[src/rtl/fcpt_pkg.sv]
// Package with the constants, codes and helper functions of the four-channel timer unit.
`timescale 1ns / 1ps
`default_nettype none
package fcpt_pkg;

  localparam int NUM_TIMERS  = 4;
  localparam int COUNT_WIDTH = 16;
  localparam int PRE_WIDTH   = 14;
  localparam int IDX_WIDTH   = 2;
  localparam int IRQ_WIDTH   = 4;
  localparam int ADDR_WIDTH  = 13;

  typedef logic [COUNT_WIDTH-1:0] word_t;
  typedef logic [PRE_WIDTH-1:0]   pre_t;

  typedef enum logic [1:0] {
    CMD_TICK  = 2'd0,
    CMD_READ  = 2'd1,
    CMD_WRITE = 2'd2,
    CMD_NONE  = 2'd3
  } cmd_t;

  typedef enum logic [7:0] {
    OFF_COUNT   = 8'h00,
    OFF_MODE    = 8'h10,
    OFF_COMPARE = 8'h20,
    OFF_HOLD    = 8'h30
  } reg_off_t;

  localparam int BIT_ZRET = 6;
  localparam int BIT_CUE  = 7;
  localparam int BIT_CMPE = 8;
  localparam int BIT_OVFE = 9;
  localparam int BIT_FCMP = 10;
  localparam int BIT_FOVF = 11;

  localparam word_t FLAG_MASK = word_t'(16'h0C00);
  localparam pre_t  DIV_MAX   = pre_t'(9370);

  function automatic pre_t divisor_of(input logic [1:0] sel);
    pre_t d;
    case (sel)
      2'd0:    d = pre_t'(1);
      2'd1:    d = pre_t'(16);
      2'd2:    d = pre_t'(256);
      default: d = DIV_MAX;
    endcase
    return d;
  endfunction

endpackage
`default_nettype wire

[src/rtl/four_channel_prescaled_timer_unit.sv]
// Top level of the four-channel prescaled timer unit with its bus request and result ports.
//
// Channel  Direction  Handshake              Payload
// in_      input      in_valid / in_ready    in_cmd, in_bus_address, in_write_data
// out_     output     out_valid / out_ready  out_read_data, out_irq_pulse
//
// A request is captured in an input register; when the result register can take it, the timer
// registers are updated from it and the result register is loaded.
// One request is taken every cycle while the result is not stalled; the rate is set by the single timer update stage.
// The synchronous reset clears every timer register and empties both stages.
// A stalled result holds the update stage, and the input register takes a request only while it is empty.
`timescale 1ns / 1ps
`default_nettype none
module four_channel_prescaled_timer_unit (
  input  wire                                clk,
  input  wire                                rst_n,
  input  wire                                in_valid,
  output logic                               in_ready,
  input  wire  [1:0]                         in_cmd,
  input  wire  [fcpt_pkg::ADDR_WIDTH-1:0]    in_bus_address,
  input  wire  [fcpt_pkg::COUNT_WIDTH-1:0]   in_write_data,
  output logic                               out_valid,
  input  wire                                out_ready,
  output logic [fcpt_pkg::COUNT_WIDTH-1:0]   out_read_data,
  output logic [fcpt_pkg::IRQ_WIDTH-1:0]     out_irq_pulse
);
  import fcpt_pkg::*;

  logic                  req_valid_r;
  cmd_t                  req_cmd_r;
  logic [ADDR_WIDTH-1:0] req_addr_r;
  word_t                 req_data_r;

  logic                  out_valid_r;
  word_t                 out_read_data_r;
  logic [IRQ_WIDTH-1:0]  out_irq_r;

  word_t count_r   [NUM_TIMERS];
  word_t compare_r [NUM_TIMERS];
  word_t mode_r    [NUM_TIMERS];
  word_t hold_r    [NUM_TIMERS];
  pre_t  pre_r     [NUM_TIMERS];

  word_t count_nxt   [NUM_TIMERS];
  word_t compare_nxt [NUM_TIMERS];
  word_t mode_nxt    [NUM_TIMERS];
  word_t hold_nxt    [NUM_TIMERS];
  pre_t  pre_nxt     [NUM_TIMERS];

  logic                  advance;
  logic [IDX_WIDTH-1:0]  sel_idx;
  logic [7:0]            sel_off;
  logic                  sel_ok;
  word_t                 rd_nxt;
  logic [IRQ_WIDTH-1:0]  irq_nxt;

  assign advance  = req_valid_r && (!out_valid_r || out_ready);
  assign in_ready = !req_valid_r || advance;

  assign sel_idx = req_addr_r[ADDR_WIDTH-1 -: IDX_WIDTH];
  assign sel_off = req_addr_r[7:0];
  assign sel_ok  = int'(sel_idx) < NUM_TIMERS;

  always_comb begin
    logic [COUNT_WIDTH:0] inc;
    word_t                m;
    rd_nxt  = '0;
    irq_nxt = '0;
    for (int k = 0; k < NUM_TIMERS; k++) begin
      count_nxt[k]   = count_r[k];
      compare_nxt[k] = compare_r[k];
      mode_nxt[k]    = mode_r[k];
      hold_nxt[k]    = hold_r[k];
      pre_nxt[k]     = pre_r[k];
    end
    inc = '0;
    m   = '0;
    case (req_cmd_r)
      CMD_TICK: begin
        for (int k = 0; k < NUM_TIMERS; k++) begin
          if (mode_r[k][BIT_CUE]) begin
            if (pre_r[k] > pre_t'(1)) begin
              pre_nxt[k] = pre_r[k] - pre_t'(1);
            end else begin
              pre_nxt[k] = divisor_of(mode_r[k][1:0]);
              inc = {1'b0, count_r[k]} + (COUNT_WIDTH+1)'(1);
              if (inc[COUNT_WIDTH-1:0] == compare_r[k]) begin
                if (mode_r[k][BIT_CMPE]) begin
                  mode_nxt[k][BIT_FCMP] = 1'b1;
                  irq_nxt[k] = 1'b1;
                end
                if (mode_r[k][BIT_ZRET]) begin
                  inc = '0;
                end
              end
              if (inc[COUNT_WIDTH] && mode_r[k][BIT_OVFE]) begin
                mode_nxt[k][BIT_FOVF] = 1'b1;
                irq_nxt[k] = 1'b1;
              end
              count_nxt[k] = inc[COUNT_WIDTH-1:0];
            end
          end
        end
      end
      CMD_READ: begin
        if (sel_ok) begin
          case (sel_off)
            OFF_COUNT:   rd_nxt = count_r[sel_idx];
            OFF_MODE:    rd_nxt = mode_r[sel_idx];
            OFF_COMPARE: rd_nxt = compare_r[sel_idx];
            OFF_HOLD:    rd_nxt = hold_r[sel_idx];
            default:     rd_nxt = '0;
          endcase
        end
      end
      CMD_WRITE: begin
        if (sel_ok) begin
          case (sel_off)
            OFF_COUNT: begin
              count_nxt[sel_idx] = req_data_r;
              pre_nxt[sel_idx]   = divisor_of(mode_r[sel_idx][1:0]);
            end
            OFF_MODE: begin
              m = (mode_r[sel_idx] & FLAG_MASK) | (req_data_r & ~FLAG_MASK);
              m = m & ~(req_data_r & FLAG_MASK);
              mode_nxt[sel_idx] = m;
              pre_nxt[sel_idx]  = divisor_of(m[1:0]);
            end
            OFF_COMPARE: compare_nxt[sel_idx] = req_data_r;
            OFF_HOLD:    hold_nxt[sel_idx]    = req_data_r;
            default: begin
            end
          endcase
        end
      end
      default: begin
      end
    endcase
  end

  always_ff @(posedge clk) begin
    if (!rst_n) begin
      req_valid_r <= 1'b0;
    end else if (in_ready) begin
      req_valid_r <= in_valid;
    end
  end

  always_ff @(posedge clk) begin
    if (in_valid && in_ready) begin
      req_cmd_r  <= cmd_t'(in_cmd);
      req_addr_r <= in_bus_address;
      req_data_r <= in_write_data;
    end
  end

  always_ff @(posedge clk) begin
    if (!rst_n) begin
      out_valid_r <= 1'b0;
    end else if (advance) begin
      out_valid_r <= 1'b1;
    end else if (out_ready) begin
      out_valid_r <= 1'b0;
    end
  end

  always_ff @(posedge clk) begin
    if (advance) begin
      out_read_data_r <= rd_nxt;
      out_irq_r       <= irq_nxt;
    end
  end

  always_ff @(posedge clk) begin
    if (!rst_n) begin
      for (int k = 0; k < NUM_TIMERS; k++) begin
        count_r[k]   <= '0;
        compare_r[k] <= '0;
        mode_r[k]    <= '0;
        hold_r[k]    <= '0;
        pre_r[k]     <= '0;
      end
    end else if (advance) begin
      for (int k = 0; k < NUM_TIMERS; k++) begin
        count_r[k]   <= count_nxt[k];
        compare_r[k] <= compare_nxt[k];
        mode_r[k]    <= mode_nxt[k];
        hold_r[k]    <= hold_nxt[k];
        pre_r[k]     <= pre_nxt[k];
      end
    end
  end

  assign out_valid     = out_valid_r;
  assign out_read_data = out_read_data_r;
  assign out_irq_pulse = out_irq_r;

  // A request other than a tick never raises an interrupt.
  a_irq_only_on_tick: assert property (@(posedge clk) disable iff (!rst_n)
    advance && req_cmd_r != CMD_TICK |=> out_irq_pulse == '0)
    else $error("interrupt raised by a non-tick request");

  // A tick returns no read data.
  a_no_data_on_tick: assert property (@(posedge clk) disable iff (!rst_n)
    advance && req_cmd_r == CMD_TICK |=> out_read_data == '0)
    else $error("read data returned on a tick");

  // An empty result register never holds back the input side.
  a_ready_when_empty: assert property (@(posedge clk) disable iff (!rst_n)
    !out_valid_r |-> in_ready)
    else $error("input stalled with an empty result register");

  // The update stage only advances while a request is held in the input register.
  a_stall_holds_state: assert property (@(posedge clk) disable iff (!rst_n)
    !advance |=> $stable(count_r[0]) && $stable(mode_r[0]) && $stable(pre_r[0]))
    else $error("timer state changed without a request");

  genvar g;
  for (g = 0; g < NUM_TIMERS; g++) begin : g_pre_chk
    a_pre_range: assert property (@(posedge clk) disable iff (!rst_n)
      pre_r[g] <= DIV_MAX)
      else $error("prescaler count above largest divisor");
  end

endmodule
`default_nettype wire

[config.mk]
export PLATFORM = sky130hd
export DESIGN_NAME = four_channel_prescaled_timer_unit
export DESIGN_NICKNAME = d
export VERILOG_FILES = /design/src/rtl/fcpt_pkg.sv /design/src/rtl/four_channel_prescaled_timer_unit.sv
export SDC_FILE = /design/constraint.sdc
export NUM_CORES = 1
export LEC_CHECK = 0
export ABC_AREA = 1
export BUFFER_PORTS_ARGS = -buffer_cell sky130_fd_sc_hd__buf_2
export CAP_MARGIN = 20
export CORE_ASPECT_RATIO = 0.7
export CORE_MARGIN = 1
export CORE_UTILIZATION = 40
export DETAILED_ROUTE_END_ITERATION = 10
export PLACE_DENSITY = 0.53
export SYNTH_ARGS = -nofsm -noshare
export SYNTH_HDL_FRONTEND = slang
export SYNTH_SLANG_ARGS = --single-unit
[constraint.sdc]
create_clock -name clk -period 9.82 [get_ports clk]
set_input_delay 1.964 -clock clk [delete_from_list [all_inputs] [get_ports clk]]
set_output_delay 1.964 -clock clk [all_outputs]
set_load 0.01 [all_outputs]
==> impl_metrics.py <==
metrics = {
    "global_route": {
        "overflow": 0,
        "grt_max_degree": 76,
        "antenna_found_initial": 1,
        "first_global_vias": 20040,
        "track_usage_pct": 30.74,
        "grt_pass1_wl_um": 132000,
    },
    "sta": {
        "setup_viol_count_final": 0,
        "rsz0062_at_grt": "no",
        "tns_ps": 0,
        "slew_violations": 0,
        "slew_headroom_pct": 30.79,
        "worst_pin_slew_ps": 1038,
        "hold_viol_final": 0,
        "fmax_mhz": 199.0,
        "finalCriticalPeriod_ps": 5025,
        "skew_ps": 17.20,
        "min_period_over_period_pct": 51.17,
    },
    "min_path": {
        "whs_endpoint": "out_valid",
        "hold-path-cell-count": 2,
        "hp-class": "reg -> reg",
        "hold_start": "out_valid",
    },
    "worst_setup_path": {
        "worst_setup_path_start_kind": "input pin",
        "rrSetupSlack_ps": 5980,
        "crit_family": "buffers and inverters",
        "crit_top_cell": "nand2_1",
        "reg2reg_to": "pre_r[1][11]",
        "critPathMaxStageDelay_ps": 700,
        "worstPathCellList": "buf_2 -> inv_1 -> nand2_1 -> nand2_1 -> inv_1 -> nand2_1 -> nor2_4 -> buf_4 -> inv_2 -> buf_4 -> nor2_1 -> buf_4 -> inv_1 -> o21ai_0 -> nand2_1 -> nand2_1",
        "regToRegStartpoint": "out_valid",
        "worst-path-buf-inv": 8,
        "crit_required_ps": 10140,
        "path_class": "in -> reg",
        "arrival_ps": 5350,
        "path_max_fanout": 33,
        "end_kind": "flop",
        "critPathSlowestCell": "inv_1",
        "r2r.worst_path.cells": 14,
    },
    "floorplanning": {
        "die_height_um": 201.2,
        "rows": 72,
        "initial_core_util_pct": 40.80,
        "fp.dieArea_um2": 57660,
        "core-area_um2": 55580,
        "die_w_um": 286.6,
        "io_pins": 57,
    },
    "placement": {
        "io_buffers": 53,
        "place_congestion": 0.9578,
        "hpwlAfterDp_um": 63620,
    },
    "drt": {
        "drtIter0Drc": 2741,
        "dr.pass1.iters": 6,
        "vias": 21960,
        "drcViolationCount": 0,
        "wire_per_inst_um": 24.30,
        "wl_um": 89730,
        "postRouteAntennaNets": 0,
        "routed_via_density": 5.947,
    },
    "power_and_ir_drop": {
        "pwr-share-clk_pct": 40.5,
        "swShare_pct": 29.04,
        "p_leak_nw": 9.670,
        "ir_worst_vdd_mv": 0.1232,
        "p_int_w": 0.002945,
        "power_switching_w": 0.001205,
        "p_comb_share_pct": 13.1,
        "power_frac_seq_pct": 46.4,
        "power.density_nw_per_um2": 164.7,
        "total_power_w": 0.004150,
    },
    "finish": {
        "nFillCells": 5531,
        "drive_gt1_share_pct": 7.046,
        "regArea_um2": 10900,
        "nets": 2966,
        "utilization_pct": 45.34,
        "area_growth_pct": 11.12,
        "multi_input_area_um2": 10340,
    },
    "synth": {
        "seq_area_frac_synth_pct": 48.02,
        "yosysWarnings": 0,
        "synth.top_cell.area_share_pct": 47.67,
        "syn-cell-area_um2": 22680,
        "synth-seq-cells": 364,
        "synth_top_area_cell": "edfxtp_1",
        "syn_nets": 2956,
        "synth_cell_type_count": 55,
        "yosys_most_used_dff": "edfxtp_1",
        "postSynthCellCount": 2909,
        "async_reset_ff_share_pct": 0,
        "synth.avg_cell_area_um2": 7.795,
        "synth-edff-count": 360,
        "synth_area_leaders": "edfxtp_1 (48%), nand2_1 (14%), a21oi_1 (6.3%), nand3_1 (4.9%), o21ai_0 (4.6%)",
    },
    "clocking": {
        "post_cts_buffers": 0,
        "cts.repair.resized": 0,
        "cts.sinks": 364,
        "cts_made_buffers": 42,
        "clkTransAtPathRegs_ps": 60,
        "cts_tree": "built",
        "cts_buffer_depth": 3,
        "insertion_delay_ps": 580,
        "cts_hold_buffers": 0,
        "cts_root_buffer": "clkbuf_16",
        "cts-htree-levels": 2,
    },
    "run": {
        "maxCapViolCount": 0,
    },
    "run_status": {
        "status": "complete, no violations",
    },
}
## placed cells by master (no fill, tap or decap), types with 8 or more instances in the layout
master,synthesis,routed
o2111ai_1,8,8
xor2_1,19,19
clkbuf_1,96,10
nor2_2,11,13
buf_2,18,53
ha_1,12,12
a22oi_1,10,9
inv_1,254,251
a41oi_1,12,12
buf_4,1,41
o21bai_1,11,11
nand4_1,43,43
nand3_1,222,222
nor3_1,24,24
o22ai_1,52,52
nor4_1,11,9
nand3b_1,18,18
nor2_1,270,267
o21ai_0,208,207
a21oi_1,286,286
nand2_1,822,820
o211ai_1,50,50
clkbuf_16,0,45
edfxtp_1,360,360
## cells in the mapped netlist, drive strengths merged, types with 2 or more instances
cell type and instances:
clkinv 2, o32ai 4, o21bai 11, a32oi 4
ha 12, nor2 287, o22ai 52, dfxtp 4
xor2 19, nand4 44, o311ai 2, a41oi 12
a21boi 4, a31oi 3, o21ai 210, nand3 227
xnor3 2, a21o 4, nor4 12, a221oi 3
xnor2 5, nor3 26, and2 5, o31ai 2
edfxtp 360, a21oi 286, buf 33, o2111ai 8
inv 257, o211ai 50, clkbuf 97, nand2 826
or2 4, a22oi 10, nand3b 18
## worst max path at each step
stage	startpoint	to	slack [ps]	cells past startpoint
after CTS	out_ready	pre_r[0][0]	4580	15
after detailed placement	out_ready	pre_r[0][0]	3980	15
after global placement	out_ready	pre_r[0][0]	4050	15
after global routing	out_ready	pre_r[1][11]	4660	16
after floorplan	out_ready	compare_r[0][0]	1850	6
final	out_ready	pre_r[1][11]	4800	16
## routing by layer
metal | routed length, um | up-vias | part of all wire, % | track usage, %
met5 | 0 | - | 0 | 0
met4 | 2273 | 0 | 2.5 | 7.601
met3 | 9456 | 161 | 11 | 5.544
met2 | 37210 | 1193 | 41 | 43.82
met1 | 40790 | 10510 | 45 | 47.36
li1 | - | 10100 | - | -
## power groups by stage
stage | combinational (W) | clock (W) | sequential (W)
after floorplan | 0.000352 | 0 | 0.00191
after global placement | 0.000524 | 0 | 0.00195
after detailed placement | 0.000528 | 0 | 0.00195
after CTS | 0.000531 | 0.00170 | 0.00192
after global routing | 0.000592 | 0.00176 | 0.00193
final | 0.000544 | 0.00168 | 0.00193
## cells by family after synthesis
group	after synthesis	synth area share, %
and+or+nand+nor	1450	27.04
AOI/OAI and AO/OA	668	16.53
buffers and inverters	389	6.627
DFF	364	48.02
xor gates and xnor gates	26	1.126
adders and majority gates	12	0.6621
## state kept, by name, summed over array words and instances, names as in the netlist, named ones only
name	flops
out_read_data	16
hold_r	64
req_data_r	16
req_addr_r	10
mode_r	64
count_r	64
out_valid	1
pre_r	56
out_irq_pulse	4
req_valid_r	1
compare_r	64
req_cmd_r	2
## worst register-to-register path, stage by stage (launching register included)
cell and delay (ps):
dfxtp_1 350, nand2_1 80, nand2_1 120, inv_1 70, nand2_1 210, nor2_4 40, buf_4 280, inv_2 470
buf_4 530, nor2_1 110, buf_4 220, inv_1 700, o21ai_0 250, nand2_1 110, nand2_1 50
## through the flow
step | hold slack, ps | std cells | instance area [um^2] | worst slack [ps]
finish | 524.2 | 3693 | 25200 | 4795
global route | 577.4 | 3692 | 25200 | 4664
CTS | 518.7 | 3690 | 25140 | 4581
detailed placement | 505.9 | 3613 | 23720 | 3983
global placement | 499.7 | 3613 | 23720 | 4051
floorplan | 498.7 | 2909 | 22680 | 1852
## area by class of cell
cell class | count | area share [%]
clock buffer | 57 | 4.727
multi-input combinational | 2156 | 41.05
tap | 740 | 3.674
timing repair buffer | 96 | 2.493
sequential | 364 | 43.24
inverter | 259 | 3.878
antenna | 1 | 0.009930
clock inverter | 20 | 0.9335
Power figures use the tool's default switching activity.
